File: src/sv/cpt_pkg.sv
// Shared types and constants for the capture period tachometer.
// No dependencies; imported by cpt_ctrl, cpt_datapath and the top level.
package cpt_pkg;

    // Field widths
    localparam int STAMP_W   = 16;
    localparam int TICK_W    = 10;
    localparam int SPEED_W   = 16;
    localparam int SCALE_W   = 24;
    localparam int LIMIT_W   = 16;
    localparam int IDLE_W    = 17;
    localparam int CFG_IDX_W = 2;
    localparam int TDATA_W   = 32;

    // Configuration register indexes
    localparam logic [CFG_IDX_W-1:0] REG_MIN_PERIOD    = 2'd0;
    localparam logic [CFG_IDX_W-1:0] REG_SPEED_SCALE   = 2'd1;
    localparam logic [CFG_IDX_W-1:0] REG_STOP_LIMIT_MS = 2'd2;

    // Configuration reset values
    localparam logic [STAMP_W-1:0] MIN_PERIOD_RST    = 16'd100;
    localparam logic [SCALE_W-1:0] SPEED_SCALE_RST   = 24'd4800000;
    localparam logic [LIMIT_W-1:0] STOP_LIMIT_MS_RST = 16'd1000;

    // Item kinds carried in tuser
    localparam logic FUNC_CAPTURE = 1'b0;
    localparam logic FUNC_TICK    = 1'b1;

    // Saturated speed
    localparam logic [SPEED_W-1:0] SPEED_MAX = 16'hFFFF;

    // Radix-2 divider: one quotient bit per step over the full numerator
    localparam int DIV_STEPS = SCALE_W;
    localparam int CNT_W     = $clog2(DIV_STEPS);
    localparam logic [CNT_W-1:0] LAST_STEP = CNT_W'(DIV_STEPS - 1);

    // Controller to datapath commands
    typedef struct packed {
        logic load;       // capture the input item
        logic div_start;  // seed the divider
        logic div_step;   // one restoring divide step
        logic commit;     // update state and load the result register
    } cpt_cmd_t;

    // Datapath to controller status
    typedef struct packed {
        logic is_tick;    // held item is a time tick
        logic cap_ok;     // held capture period is at or above min_period
        logic out_free;   // result register can take a new result
    } cpt_status_t;

endpackage

File: src/sv/capture_period_tachometer.sv
// Channel     Dir  Handshake          Payload
// s_ (items)  in   s_tvalid/s_tready  s_tdata: capture_stamp, tick_ms; s_tuser: func
// m_ (result) out  m_tvalid/m_tready  m_tdata: speed; m_tuser: updated
// cfg_        in   cfg_valid/cfg_ready cfg_index, cfg_data
//
// A capture with an accepted period runs from one transfer to the next through
// the accepting state, a check, 24 steps of the radix-2 divider and a commit.
// A tick or a rejected capture skips the divider; s_tready is high only in idle.
// The commit waits while the result register still holds an untaken result.
// Reset (aresetn, synchronous) restores the register defaults and clears the
// stored stamp, speed and idle timer; no clearing pass. cfg_ready is always high.
//
// Top level; depends on cpt_pkg, cpt_ctrl and cpt_datapath.
module capture_period_tachometer #(
    parameter int COUNTER_BITS = 16
) (
    input  logic                            aclk,
    input  logic                            aresetn,
    // input items
    input  logic                            s_tvalid,
    output logic                            s_tready,
    input  logic [cpt_pkg::TDATA_W-1:0]     s_tdata,   // [15:0] capture_stamp, [25:16] tick_ms
    input  logic [0:0]                      s_tuser,   // [0] func
    // results
    output logic                            m_tvalid,
    input  logic                            m_tready,
    output logic [cpt_pkg::SPEED_W-1:0]     m_tdata,   // [15:0] speed
    output logic [0:0]                      m_tuser,   // [0] updated
    // configuration writes
    input  logic                            cfg_valid,
    output logic                            cfg_ready,
    input  logic [cpt_pkg::CFG_IDX_W-1:0]   cfg_index,
    input  logic [cpt_pkg::SCALE_W-1:0]     cfg_data
);
    import cpt_pkg::*;

    cpt_cmd_t    cmd;
    cpt_status_t status;

    logic [STAMP_W-1:0] min_period_reg;
    logic [SCALE_W-1:0] speed_scale_reg;
    logic [LIMIT_W-1:0] stop_limit_reg;

    // Configuration registers
    assign cfg_ready = 1'b1;

    always_ff @(posedge aclk) begin
        if (!aresetn) begin
            min_period_reg  <= MIN_PERIOD_RST;
            speed_scale_reg <= SPEED_SCALE_RST;
            stop_limit_reg  <= STOP_LIMIT_MS_RST;
        end else if (cfg_valid && cfg_ready) begin
            unique case (cfg_index)
                REG_MIN_PERIOD:    min_period_reg  <= cfg_data[STAMP_W-1:0];
                REG_SPEED_SCALE:   speed_scale_reg <= cfg_data;
                REG_STOP_LIMIT_MS: stop_limit_reg  <= cfg_data[LIMIT_W-1:0];
                default: ;
            endcase
        end
    end

    cpt_ctrl u_ctrl (
        .aclk     (aclk),
        .aresetn  (aresetn),
        .in_valid (s_tvalid),
        .in_ready (s_tready),
        .status   (status),
        .cmd      (cmd)
    );

    cpt_datapath #(
        .COUNTER_BITS (COUNTER_BITS)
    ) u_datapath (
        .aclk          (aclk),
        .aresetn       (aresetn),
        .cmd           (cmd),
        .status        (status),
        .in_func       (s_tuser[0]),
        .in_stamp      (s_tdata[STAMP_W-1:0]),
        .in_tick       (s_tdata[STAMP_W+TICK_W-1:STAMP_W]),
        .min_period    (min_period_reg),
        .speed_scale   (speed_scale_reg),
        .stop_limit_ms (stop_limit_reg),
        .out_valid     (m_tvalid),
        .out_ready     (m_tready),
        .out_speed     (m_tdata),
        .out_updated   (m_tuser[0])
    );

endmodule

File: src/sv/cpt_ctrl.sv
// Sequencer for the capture period tachometer.
// Depends on cpt_pkg; drives cpt_datapath through cpt_cmd_t.
module cpt_ctrl (
    input  logic                 aclk,
    input  logic                 aresetn,
    input  logic                 in_valid,
    output logic                 in_ready,
    input  cpt_pkg::cpt_status_t status,
    output cpt_pkg::cpt_cmd_t    cmd
);
    import cpt_pkg::*;

    typedef enum logic [1:0] {
        ST_IDLE,
        ST_CHECK,
        ST_DIV,
        ST_COMMIT
    } state_t;

    state_t           state_reg, state_next;
    logic [CNT_W-1:0] cnt_reg, cnt_next;

    // Next state and commands
    always_comb begin
        state_next    = state_reg;
        cnt_next      = cnt_reg;
        cmd           = '0;
        in_ready      = 1'b0;
        unique case (state_reg)
            ST_IDLE: begin
                in_ready = 1'b1;
                if (in_valid) begin
                    cmd.load   = 1'b1;
                    state_next = ST_CHECK;
                end
            end
            ST_CHECK: begin
                if (!status.is_tick && status.cap_ok) begin
                    cmd.div_start = 1'b1;
                    cnt_next      = '0;
                    state_next    = ST_DIV;
                end else begin
                    state_next = ST_COMMIT;
                end
            end
            ST_DIV: begin
                cmd.div_step = 1'b1;
                cnt_next     = cnt_reg + 1'b1;
                if (cnt_reg == LAST_STEP) begin
                    state_next = ST_COMMIT;
                end
            end
            ST_COMMIT: begin
                // hold until the result register is free
                if (status.out_free) begin
                    cmd.commit = 1'b1;
                    state_next = ST_IDLE;
                end
            end
            default: state_next = ST_IDLE;
        endcase
    end

    // State and step counter
    always_ff @(posedge aclk) begin
        if (!aresetn) begin
            state_reg <= ST_IDLE;
            cnt_reg   <= '0;
        end else begin
            state_reg <= state_next;
            cnt_reg   <= cnt_next;
        end
    end

endmodule

File: src/sv/cpt_datapath.sv
// Datapath of the capture period tachometer: item hold, period, divider,
// speed and idle-timer state, result register. Depends on cpt_pkg.
module cpt_datapath #(
    parameter int COUNTER_BITS = 16
) (
    input  logic                          aclk,
    input  logic                          aresetn,
    input  cpt_pkg::cpt_cmd_t             cmd,
    output cpt_pkg::cpt_status_t          status,
    input  logic                          in_func,
    input  logic [cpt_pkg::STAMP_W-1:0]   in_stamp,
    input  logic [cpt_pkg::TICK_W-1:0]    in_tick,
    input  logic [cpt_pkg::STAMP_W-1:0]   min_period,
    input  logic [cpt_pkg::SCALE_W-1:0]   speed_scale,
    input  logic [cpt_pkg::LIMIT_W-1:0]   stop_limit_ms,
    output logic                          out_valid,
    input  logic                          out_ready,
    output logic [cpt_pkg::SPEED_W-1:0]   out_speed,
    output logic                          out_updated
);
    import cpt_pkg::*;

    localparam int PW    = COUNTER_BITS + 1;   // period, including the full wrap
    localparam int CMP_W = 34;                 // common width for the period compare
    localparam int SUM_W = IDLE_W + 1;

    // Held item
    logic                    func_reg;
    logic [STAMP_W-1:0]      stamp_reg;
    logic [TICK_W-1:0]       tick_reg;

    // Block state
    logic [COUNTER_BITS-1:0] last_stamp_reg, last_stamp_next;
    logic [SPEED_W-1:0]      speed_reg, speed_next;
    logic [IDLE_W-1:0]       idle_reg, idle_next;

    // Divider
    logic [PW-1:0]           rem_reg;
    logic [SCALE_W-1:0]      dvd_reg;

    // Result register
    logic                    out_valid_reg;
    logic [SPEED_W-1:0]      out_speed_reg;
    logic                    out_updated_reg;
    logic                    changed;

    // Period from the held stamp, masked to the counter width
    logic [31:0]             stamp_wide;
    logic [COUNTER_BITS-1:0] stamp_cnt;
    logic [COUNTER_BITS-1:0] diff;
    logic [PW-1:0]           period;
    logic                    cap_ok;

    assign stamp_wide = {{(32 - STAMP_W){1'b0}}, stamp_reg};
    assign stamp_cnt  = stamp_wide[COUNTER_BITS-1:0];
    assign diff       = stamp_cnt - last_stamp_reg;
    // equal stamps count as one full wrap
    assign period     = (diff == '0) ? {1'b1, {COUNTER_BITS{1'b0}}} : {1'b0, diff};
    assign cap_ok     = CMP_W'(period) >= CMP_W'(min_period);

    // Restoring divide step
    logic [PW:0]   trial;
    logic [PW:0]   trial_sub;
    logic          trial_ge;

    assign trial     = {rem_reg, dvd_reg[SCALE_W-1]};
    assign trial_sub = trial - {1'b0, period};
    assign trial_ge  = trial >= {1'b0, period};

    // Saturated quotient
    logic [SPEED_W-1:0] quot_sat;
    assign quot_sat = (|dvd_reg[SCALE_W-1:SPEED_W]) ? SPEED_MAX : dvd_reg[SPEED_W-1:0];

    // Idle timer advance
    logic [SUM_W-1:0] idle_sum;
    logic             stop_hit;
    assign idle_sum = {1'b0, idle_reg} + SUM_W'(tick_reg);
    assign stop_hit = idle_sum >= SUM_W'(stop_limit_ms);

    // State update on commit
    always_comb begin
        last_stamp_next = last_stamp_reg;
        speed_next      = speed_reg;
        idle_next       = idle_reg;
        changed         = 1'b0;
        if (func_reg == FUNC_TICK) begin
            if (stop_hit) begin
                speed_next = '0;
                idle_next  = '0;
                changed    = 1'b1;
            end else begin
                idle_next = idle_sum[IDLE_W-1:0];
            end
        end else if (cap_ok) begin
            speed_next      = quot_sat;
            last_stamp_next = stamp_cnt;
            idle_next       = '0;
            changed         = 1'b1;
        end
    end

    // Hold the item
    always_ff @(posedge aclk) begin
        if (cmd.load) begin
            func_reg  <= in_func;
            stamp_reg <= in_stamp;
            tick_reg  <= in_tick;
        end
    end

    // Advance the divider
    always_ff @(posedge aclk) begin
        if (cmd.div_start) begin
            rem_reg <= '0;
            dvd_reg <= speed_scale;
        end else if (cmd.div_step) begin
            rem_reg <= trial_ge ? trial_sub[PW-1:0] : trial[PW-1:0];
            dvd_reg <= {dvd_reg[SCALE_W-2:0], trial_ge};
        end
    end

    // Block state
    always_ff @(posedge aclk) begin
        if (!aresetn) begin
            last_stamp_reg <= '0;
            speed_reg      <= '0;
            idle_reg       <= '0;
        end else if (cmd.commit) begin
            last_stamp_reg <= last_stamp_next;
            speed_reg      <= speed_next;
            idle_reg       <= idle_next;
        end
    end

    // Result register
    always_ff @(posedge aclk) begin
        if (!aresetn) begin
            out_valid_reg <= 1'b0;
        end else if (cmd.commit) begin
            out_valid_reg <= 1'b1;
        end else if (out_ready) begin
            out_valid_reg <= 1'b0;
        end
    end

    always_ff @(posedge aclk) begin
        if (cmd.commit) begin
            out_speed_reg   <= speed_next;
            out_updated_reg <= changed;
        end
    end

    assign status.is_tick  = (func_reg == FUNC_TICK);
    assign status.cap_ok   = cap_ok;
    assign status.out_free = !out_valid_reg || out_ready;

    assign out_valid   = out_valid_reg;
    assign out_speed   = out_speed_reg;
    assign out_updated = out_updated_reg;

    // Commands never overlap
    a_cmd_onehot: assert property (@(posedge aclk) disable iff (!aresetn)
        $onehot0({cmd.load, cmd.div_start, cmd.div_step, cmd.commit}))
        else $error("overlapping datapath commands");

    // Commit only into a free result register
    a_commit_free: assert property (@(posedge aclk) disable iff (!aresetn)
        cmd.commit |-> (!out_valid_reg || out_ready))
        else $error("commit would overwrite a pending result");

    // A commit always presents a result
    a_commit_valid: assert property (@(posedge aclk) disable iff (!aresetn)
        cmd.commit |=> out_valid_reg)
        else $error("result lost after commit");

    // A plain tick or a rejected capture leaves the speed alone
    a_speed_hold: assert property (@(posedge aclk) disable iff (!aresetn)
        (cmd.commit && !changed) |=> (out_speed_reg == $past(speed_reg)))
        else $error("speed changed without an update");

endmodule
File: config.mk
export PLATFORM = sky130hd
export DESIGN_NAME = capture_period_tachometer
export DESIGN_NICKNAME = d
export VERILOG_FILES = /design/src/sv/cpt_pkg.sv /design/src/sv/capture_period_tachometer.sv /design/src/sv/cpt_ctrl.sv /design/src/sv/cpt_datapath.sv
export SDC_FILE = /design/constraint.sdc
export NUM_CORES = 1
export LEC_CHECK = 0
export ABC_AREA = 1
export CORE_ASPECT_RATIO = 0.5
export CORE_MARGIN = 1.5
export CORE_UTILIZATION = 42
export CTS_CLUSTER_SIZE = 8
export DETAILED_ROUTE_END_ITERATION = 8
export DONT_BUFFER_PORTS = 1
export RECOVER_POWER = 100
export REMOVE_ABC_BUFFERS = 1
export SKIP_CTS_REPAIR_TIMING = 1
export SLEW_MARGIN = 30
export SYNTH_ARGS = -nofsm -noshare
export SYNTH_HDL_FRONTEND = slang
export SYNTH_SLANG_ARGS = --single-unit
export TNS_END_PERCENT = 1
File: constraint.sdc
create_clock -name aclk -period 5.1 [get_ports aclk]
set_input_delay 1.02 -clock aclk [delete_from_list [all_inputs] [get_ports aclk]]
set_output_delay 1.02 -clock aclk [all_outputs]
set_load 0.1 [all_outputs]
# Word level (Yosys, flattened, before mapping)
# Index checks and enable logic that the tools add are counted.
# classes
addsub,4
magnitude_cmp,3
eq_ne,10
muxes,31
bitwise_logic,1
reduce_logical,19
# op_table
operator,n
$mux 17,5
$mux 16,4
$mux 24,2
$add 17x10->18,1
$ge 18x16->1,1
$ge 18x17->1,1
$ge 17x16->1,1
$sub 17x17->17,1
$logic_not 16->1,1
$sub 16x16->16,1
$mux 1,14
$pmux 5 s2,1
$reduce_and 2->1,5
$pmux 2 s4,1
$reduce_bool 2->1,4
$reduce_or 8->1,1
$eq 2x2->1 const B,3
$mux 2,3
$reduce_and 3->1,2
$add 5x1->5 const B,1
$eq 5x5->1 const B,1
$mux 5,1
$eq 2x1->1 const B,2
$logic_not 2->1,2
6 further kinds,9
# totals
ff_bits,198
input_bits,64
out_inout_bits,20
word_cells,84

# Logic depth before layout (Yosys ltp)
# Gate-level depths: netlist (run 1).
# depth
word_depth,8
ltp_mapped,28
depth_no_buf,27

# Cells and area by module
# From an unflattened synthesis (run 1), not the netlist that was laid out.
# unflattened
hier_cells,1667
area_unflattened_um2,11765.0
# modules_own_cells
module,n_inst,cells_each,area_per_inst_um2,seq_area_each_um2
cpt_datapath,1,1257,9013.6,3383.2
capture_period_tachometer,1,332,2264.7,1121.1
cpt_ctrl,1,78,486.7,140.1

# Worst setup path before layout (run 1)
# Ideal clock, no wire load.
# synth_timing
path_kind,flip-flop to flip-flop
start,"register u_datapath.stamp_reg[0], in the netlist u_datapath.stamp_cnt[0]"
end,register u_datapath.dvd_reg[0] (enable)
setup_time_ns,0.425
arrival_ns,3.454
t_required_ns,4.675
path_slack_ns,1.221
stages_incl_launch_ff,24
path_buffers,1
period_less_slack_ns,3.879
path_cell_list,edfxtp_1 > inv_1 > ha_1 > fa_1 > inv_1 > nand3_1 > nand3_2 > nand2_1 > nand2_1 > nand2_1 > nand2_1 > nand2_1 > nand2_1 > inv_1 > ha_1 > a21oi_1 > nor2_1 > a211oi_1 > nand2_1 > a21oi_2 > nand2_8 > nand3_4 > buf_2 > nand2_1
# synth_via
elab_chain_cells,8
# synth_lines
item,line,source
"start, declared",cpt_datapath.sv:29,logic [STAMP_W-1:0] stamp_reg;
"start signal, assigned",cpt_datapath.sv:106,stamp_reg <= in_stamp;
$sub 16x16->16 *,cpt_datapath.sv:56,assign diff = stamp_cnt - last_stamp_reg;
$logic_not 16->1,cpt_datapath.sv:58,"assign period = (diff == '0) ? {1'b1, {COUNTER_BITS{1'b0}}} : {1'b0, diff};"
$mux 17 *,cpt_datapath.sv:58,
$ge 17x16->1 *,cpt_datapath.sv:59,assign cap_ok = CMP_W'(period) >= CMP_W'(min_period);
$logic_and 1x1->1 *,cpt_ctrl.sv:38,if (!status.is_tick && status.cap_ok) begin
$mux 1 *,cpt_ctrl.sv:38,
$mux 1 *,cpt_ctrl.sv:29,unique case (state_reg)
$reduce_bool 2->1 (no line) *,n/a,
"end signal, assigned",cpt_datapath.sv:115,dvd_reg <= speed_scale;
"end signal, assigned",cpt_datapath.sv:118,"dvd_reg <= {dvd_reg[SCALE_W-2:0], trial_ge};"
"end, declared",cpt_datapath.sv:39,logic [SCALE_W-1:0] dvd_reg;
# Mark *: on every way between the ends. The rest lies on a longest branch, timed or not.
# A chain may end at the register's enable or synchronous reset.

# Worst setup path in the final report (run 1)
# layout_timing
start,"register u_datapath.stamp_reg[0], in the netlist u_datapath.stamp_cnt[0]"
end,register u_datapath.dvd_reg[12] (enable)
# The elaborated chain is that of the path after synthesis.

==> flow_metrics.env, run 1 <==
export IMPL_status="finished, violations left"
export IMPL_violations="max-capacitance violations, max-slew violations"
export IMPL_path_max_fanout=24
export IMPL_seq_area_frac_synth_pct=40.7
export IMPL_relSlewSlack_pct=-8.87
export IMPL_hold_viol_final=0
export IMPL_multi_input_area_mm2=0.00562
export IMPL_path_class="reg -> reg"
export IMPL_min_period_ns=4.60
export IMPL_grt_use_total_pct=19.6
export IMPL_final_max_slew_viol_count=48
export IMPL_port_buffers=0
export IMPL_power_density_mw_per_mm2=537
export IMPL_worstReg2RegStart="u_datapath.stamp_cnt[0]"
export IMPL_fin_hold_ws_ns=0.460
export IMPL_cts_sinks=198
export IMPL_yosysWarnings=0
export IMPL_drtPass1Iterations=5
export IMPL_crit_slowest_cell="fa_1"
export IMPL_remaining_drc_errors=0
export IMPL_path_clk_slew_ns=0.07
export IMPL_gp_congestion=0.905
export IMPL_yosys_area_top_type_share_pct=22.8
export IMPL_area_delta_synth_final_pct=6.96
export IMPL_synth_area_per_cell_um2=7.53
export IMPL_synthArstFlopShare_pct=0
export IMPL_cp_depth=23
export IMPL_post_dp_cell_area_mm2=0.0117
export IMPL_regArea_mm2=0.00464
export IMPL_fin_skew_ns=0.00916
export IMPL_max_freq_ghz=0.217
export IMPL_n_fill_cell=2618
export IMPL_grt_overflow=0
export IMPL_cts_tree="done"
export IMPL_setup_viol=0
export IMPL_grt_start_max_net_pins=79
export IMPL_chipHeight_um=120
export IMPL_clock_path_buffers=2
export IMPL_viasPerCell=5.13
export IMPL_core_mm2=0.0265
export IMPL_ys_ff_latch=198
export IMPL_dieArea_mm2=0.0282
export IMPL_cts_root_buf="clkbuf_16"
export IMPL_worstReg2RegEnd="u_datapath.dvd_reg[12]"
export IMPL_power_mw=6.55
export IMPL_peakVddDrop_uv=324
export IMPL_worstPathCellList="inv_1 -> ha_1 -> fa_1 -> inv_1 -> nand3_1 -> nand3_1 -> nand2_1 -> nand2_1 -> nand2_1 -> nand2_1 -> nand2_1 -> nand2_1 -> inv_1 -> ha_1 -> a21oi_1 -> nor2_1 -> a211oi_1 -> nand2_1 -> a21oi_2 -> nand2_8 -> nand3_4 -> nand2_1 -> clkbuf_2"
export IMPL_die_w_um=236
export IMPL_critPathMaxStageDelay_ns=0.42
export IMPL_syn_cell_area_mm2=0.0114
export IMPL_yosysTopAreaCell="dfxtp_1"
export IMPL_numCtsBuffers=17
export IMPL_post_synth_num_cell_types=49
export IMPL_rsz0062_at_grt="no"
export IMPL_synth_edf_count=68
export IMPL_clk_latency_ns=0.45
export IMPL_synth_cells=1514
export IMPL_drive_gt1_share_pct=4.52
export IMPL_crit_buf_inv=4
export IMPL_worst_ep_arrival_time_ns=4.67
export IMPL_nets=1639
export IMPL_drv_cap=1
export IMPL_hpwlAfterDp_um=19700
export IMPL_ys_top_cells_by_area="dfxtp_1 23%, edfxtp_1 18%, nand2_1 13%"
export IMPL_ff2ff_setup_slack_ns=0.50
export IMPL_crit_required_ns=5.17
export IMPL_ctsHtreeMaxLevel=4
export IMPL_dr_total_vias=9539
export IMPL_cp_start_kind="flip-flop"
export IMPL_grt_pass1_vias=8877
export IMPL_r2r_cells=23
export IMPL_antenna_found_initial=0
export IMPL_cp_endpoint="u_datapath.dvd_reg[12]"
export IMPL_tightest_slew_ns=1.63
export IMPL_critical_path_top_delay_family="simple AND/OR/NAND/NOR gates"
export IMPL_n_antenna_cell=0
export IMPL_setup_tns_ns=0
export IMPL_start_util_pct=43.0
export IMPL_hp_class="reg -> reg"
export IMPL_wire_per_inst_um=14.7
export IMPL_cp_common_cell="nand2_1"
export IMPL_power_leakage_nw=5.73
export IMPL_wirelength_um=27200
export IMPL_crit_start="u_datapath.stamp_cnt[0]"
export IMPL_ant_nets=0
export IMPL_synthFlopType="dfxtp_1"
export IMPL_num_io_pins=84
export IMPL_grt_pass1_wl_um=44200
export IMPL_endpoint_kind="flip-flop"
export IMPL_period_share_pct=90.2
export IMPL_drtIter0Drc=701
export IMPL_fin_area_mm2=0.0122
export IMPL_rows=42
power by group:
| part | switching (mW) | total (mW) | internal (mW) |
|---|---|---|---|
| Clock | 0.642 | 1.33 | 0.691 |
| Combinational | 1.92 | 2.87 | 0.960 |
| Sequential | 0.306 | 2.34 | 2.03 |
| Total | 2.86 | 6.55 | 3.69 |
cell usage after synthesis (3+ instances only):
library cell and number:
nor2_2 3, o21bai_1 4, nor4_1 4, a21o_1 3, inv_1 213, ha_1 79
buf_6 4, nand2_4 3, a21boi_0 3, a21oi_2 3, nand3_1 83, nor2_1 136
a21oi_1 83, o211ai_1 25, clkinv_1 3, nand4_1 46, buf_2 7, o21a_1 4
xor2_1 20, inv_2 5, dfxtp_1 130, buf_4 4, clkbuf_1 37, nand3_2 5
nand2_2 12, o21ai_0 72, a211oi_1 3, xnor2_1 9, nor3_1 25, edfxtp_1 68
nand2_1 384, fa_1 3, o21ai_1 10
through the flow:
step           setup WS (ns)  util (%)  std cells
2_1_floorplan           1.11         -       1460
3_3_place_gp           0.836      44.1       1826
3_5_place_dp           0.745      44.1       1826
4_1_cts                0.720      46.2       1858
5_1_grt                0.215      46.0       1858
6_report               0.501      46.0       1858
cells in the final DEF (no fill, tap or decap), drive strengths merged, types with 2 or more instances in the layout:
| cell type | instances |
|---|---|
| o21bai | 4 |
| a31oi | 2 |
| a21o | 3 |
| fa | 3 |
| nor3 | 26 |
| a211oi | 3 |
| edfxtp | 68 |
| o21a | 4 |
| a21oi | 86 |
| inv | 223 |
| a21boi | 3 |
| xor2 | 20 |
| xnor2 | 9 |
| o211ai | 25 |
| nand2 | 401 |
| ha | 79 |
| nor4 | 4 |
| dfxtp | 130 |
| o31ai | 2 |
| clkinvlp | 2 |
| nor2 | 141 |
| o21ai | 82 |
| clkbuf | 27 |
| clkinv | 6 |
| nand4 | 46 |
| nand3 | 90 |
| buf | 9 |
how the worst min path moves through the flow:
| stage | startpoint | end | slack, ns | depth (start not counted) |
|---|---|---|---|---|
| floorplan | speed_scale_reg[10] | speed_scale_reg[10] | 0.43 | 2 |
| global placement | speed_scale_reg[19] | speed_scale_reg[19] | 0.45 | 2 |
| detailed placement | speed_scale_reg[19] | speed_scale_reg[19] | 0.45 | 2 |
| CTS | stop_limit_reg[4] | stop_limit_reg[4] | 0.46 | 2 |
| global route | stop_limit_reg[10] | stop_limit_reg[10] | 0.49 | 2 |
| finish | stop_limit_reg[10] | stop_limit_reg[10] | 0.46 | 2 |
area by class of cell:
| class | instances | share of cell area, % |
|---|---|---|
| multi-input combinational | 1041 | 46.1 |
| sequential | 198 | 38.1 |
| inverter | 221 | 6.80 |
| clock buffer | 22 | 3.98 |
| tap | 352 | 3.61 |
| clock inverter | 10 | 0.718 |
| timing repair buffer | 14 | 0.718 |
logic make-up after synthesis:
| logic type | share of synthesized area (%) |
|---|---|
| AO/OA/AOI/OAI | 10.9 |
| XOR/XNOR | 2.23 |
| adder cells (fa/ha/maj) | 9.20 |
| buffers and inverters | 9.52 |
| flip-flops | 40.7 |
| other | 0.0329 |
| AND/OR/NAND/NOR | 27.4 |
per-layer routing:
metal | track usage (%) | vias up | share of wire, %
li1 | - | 4893 | -
met1 | 25.3 | 4468 | 47
met2 | 33.5 | 159 | 48
met3 | 3.70 | 19 | 3.5
met4 | 5.81 | 0 | 1.0
met5 | 0 | - | 0
worst reg2reg max path, stage by stage (launching register included):
cell and delay, ns:
edfxtp_1 0.35, inv_1 0.05, ha_1 0.22, fa_1 0.42, inv_1 0.11, nand3_1 0.07
nand3_1 0.13, nand2_1 0.09, nand2_1 0.09, nand2_1 0.07, nand2_1 0.06, nand2_1 0.04
nand2_1 0.19, inv_1 0.13, ha_1 0.31, a21oi_1 0.16, nor2_1 0.06, a211oi_1 0.22
nand2_1 0.11, a21oi_2 0.33, nand2_8 0.20, nand3_4 0.28, nand2_1 0.09, clkbuf_2 0.42
Power figures use the tool's default switching activity.
==> run 2: changes to the inputs <==
ABC_AREA = not set   (was 1)
==> flow_metrics.env, run 2 <==
export IMPL_violations="max-capacitance violations, max-slew violations"
export IMPL_path_class="reg -> reg"
export IMPL_chipHeight_um=117
export IMPL_setup_tns_ns=0
export IMPL_cp_start_kind="flip-flop"
export IMPL_max_freq_ghz=0.204
export IMPL_ctsHtreeMaxLevel=4
export IMPL_wl_met3_um=1210
export IMPL_cp_endpoint="u_datapath.dvd_reg[10]"
export IMPL_finalWorstSetupSlack_ns=0.201
export IMPL_syn_cell_area_mm2=0.0109
export IMPL_clk_latency_ns=0.45
export IMPL_place_inst=1487
export IMPL_status="finished, violations left"
export IMPL_fin_hold_ws_ns=0.455
export IMPL_p_sw_mw=2.59
export IMPL_dp_slack_ns=0.379
export IMPL_post_synth_num_cell_types=70
export IMPL_min_period_ns=4.90
export IMPL_worstReg2RegEnd="u_datapath.dvd_reg[10]"
export IMPL_seq_power_share_pct=35.4
export IMPL_tightest_slew_ns=2.18
export IMPL_peakVddDrop_uv=195
export IMPL_gp_congestion=0.902
export IMPL_start_util_pct=43.0
export IMPL_power_density_mw_per_mm2=544
export IMPL_n_antenna_cell=0
export IMPL_mostFrequentLayoutCell="nand2_1"
export IMPL_combPwrFrac_pct=43.0
export IMPL_nets=1309
export IMPL_wirelength_um=26100
export IMPL_ant_nets=0
export IMPL_swShare_pct=40.0
export IMPL_dr_total_vias=8564
export IMPL_synth_area_per_cell_um2=9.28
export IMPL_antenna_found_initial=0
export IMPL_cts_tree="done"
export IMPL_yosysWarnings=0
export IMPL_drive_gt1_share_pct=8.25
export IMPL_drv_cap=4
export IMPL_power_leakage_nw=4.59
export IMPL_port_buffers=0
export IMPL_regArea_mm2=0.00464
export IMPL_intPower_mw=3.89
export IMPL_netlist_top_cells_count="137 x nand2_1, 130 x dfxtp_1, 97 x a21oi_1"
export IMPL_core_mm2=0.0254
export IMPL_multi_input_area_mm2=0.00571
export IMPL_clkPwrFrac_pct=21.6
export IMPL_synth_edf_count=68
export IMPL_period_share_pct=96.1
export IMPL_worstReg2RegStart="u_datapath.stamp_cnt[2]"
export IMPL_power_mw=6.48
export IMPL_area_delta_synth_final_pct=8.94
export IMPL_path_clk_slew_ns=0.07
export IMPL_ff2ff_setup_slack_ns=0.20
export IMPL_r2r_cells=15
export IMPL_die_w_um=231
export IMPL_mostFrequentLayoutCells="137 x nand2_1, 130 x dfxtp_1, 97 x a21oi_1"
export IMPL_final_max_slew_viol_count=136
export IMPL_crit_start="u_datapath.stamp_cnt[2]"
export IMPL_fin_skew_ns=0.0134
export IMPL_synth_cells=1177
export IMPL_n_fill_cell=2448
export IMPL_wire_per_inst_um=17.2
export IMPL_hp_class="reg -> reg"
export IMPL_grt_start_max_net_pins=51
export IMPL_viasPerCell=5.63
export IMPL_cts_root_buf="clkbuf_16"
export IMPL_hpwlAfterDp_um=18600
export IMPL_grt_pass1_wl_um=42600
export IMPL_m1WireLength_um=12400
export IMPL_grt_pass1_vias=8415
export IMPL_yosysTopAreaCell="dfxtp_1"
export IMPL_yosys_area_top_type_share_pct=23.8
export IMPL_grt_overflow=0
export IMPL_instances_no_fill=1520
export IMPL_rows=41
export IMPL_dieArea_mm2=0.0271
export IMPL_endpoint_kind="flip-flop"
export IMPL_ys_ff_latch=198
export IMPL_relSlewSlack_pct=-45.0
export IMPL_numCtsBuffers=17
export IMPL_yosysMostFrequentCell="nand2_1"
export IMPL_crit_required_ns=5.30
export IMPL_highest_layer="met4"
export IMPL_hold_viol_final=0
export IMPL_synthFlopType="dfxtp_1"
export IMPL_clock_path_buffers=2
export IMPL_synthArstFlopShare_pct=0
export IMPL_ys_top_cells_by_area="dfxtp_1 24%, edfxtp_1 19%, ha_1 9.0%"
export IMPL_rsz0062_at_grt="no"
export IMPL_grt_use_total_pct=20.0
export IMPL_num_io_pins=84
export IMPL_seq_area_frac_synth_pct=42.5
export IMPL_drtPass1Iterations=4
export IMPL_cts_sinks=198
export IMPL_remaining_drc_errors=0
export IMPL_setup_viol=0
export IMPL_path_max_fanout=26
export IMPL_drtIter0Drc=622
export IMPL_dr_wl_met2_um=12200
export IMPL_worst_ep_arrival_time_ns=5.10
[run 2: cell count changes after synthesis, sizes merged, moves of 32 or more]
cell,delta
a21o,+35
inv,-135
nand2,-264
nand3,-39
nand4,-35
nor2,-73
o21ai,-46
o2bb2ai,+32
[run 2: per-stage QoR]
step / instance area (µm²) / utilization, %
2_1_floorplan: 10700 / -
3_3_place_gp: 11300 / 44.7
3_5_place_dp: 11400 / 44.8
4_1_cts: 12000 / 47.2
5_1_grt: 11900 / 46.9
6_report: 11900 / 46.9
[run 2: worst min-delay path by stage]
stage / startpoint / end / slack, ns / cells past startpoint
after floorplan: speed_scale_reg[13] / speed_scale_reg[13] / 0.43 / 2
after global placement: speed_scale_reg[6] / speed_scale_reg[6] / 0.44 / 2
after detailed placement: speed_scale_reg[1] / speed_scale_reg[1] / 0.45 / 2
after CTS: speed_scale_reg[21] / speed_scale_reg[21] / 0.46 / 2
after global routing: speed_scale_reg[2] / speed_scale_reg[2] / 0.47 / 2
final: stop_limit_reg[13] / stop_limit_reg[13] / 0.45 / 2
[run 2: power by group through the flow]
stage	Combinational (mW)	Sequential, mW	Clock, mW
floorplan	2.08	2.27	0
global route	3.12	2.33	1.49
global placement	2.68	2.32	0
detailed placement	2.78	2.33	0
finish	2.78	2.30	1.40
CTS	2.80	2.29	1.43
[run 2: final cells by class]
cell class,count,share of cell area (%)
Sequential cell,198,39.0
Clock buffer,19,3.82
Tap cell,344,3.62
Clock inverter,13,1.31
Timing Repair Buffer,26,1.64
Inverter,83,2.63
Multi-Input combinational cell,837,48.0
[run 2: logic make-up (layout without fill, tap and decap cells)]
family                   Yosys count  in the layout  share of synthesized area (%)
multiplexers                      30             30                           3.02
AO/OA/AOI/OAI                    328            328                           21.1
flip-flops                       198            198                           42.5
adder cells (fa/ha/maj)           82             82                           9.60
buffers and inverters            142            141                           5.03
other                              1              1                         0.0343
XOR/XNOR                          32             32                           2.56
AND/OR/NAND/NOR                  364            364                           16.1
[run 2: worst max-delay path, stage by stage, from the launching register on]
cell       delay (ns)
edfxtp_1         0.46
ha_1             0.38
nor2b_1          0.16
o2111a_1         0.28
o311ai_0         0.56
nand4_1          0.41
inv_1            0.15
ha_1             0.25
a21o_1           0.16
a21o_1           0.16
a21oi_1          0.19
o2111ai_1        0.19
a211o_1          0.40
o21ai_1          0.29
buf_12           0.22
mux2_2           0.36
[run 2: metal layers]
layer / global-route usage (%) / up-vias
met5: 0 / -
met1: 25.9 / 4160
met2: 33.5 / 140
met3: 4.68 / 32
li1: - / 4232
met4: 5.93 / 0
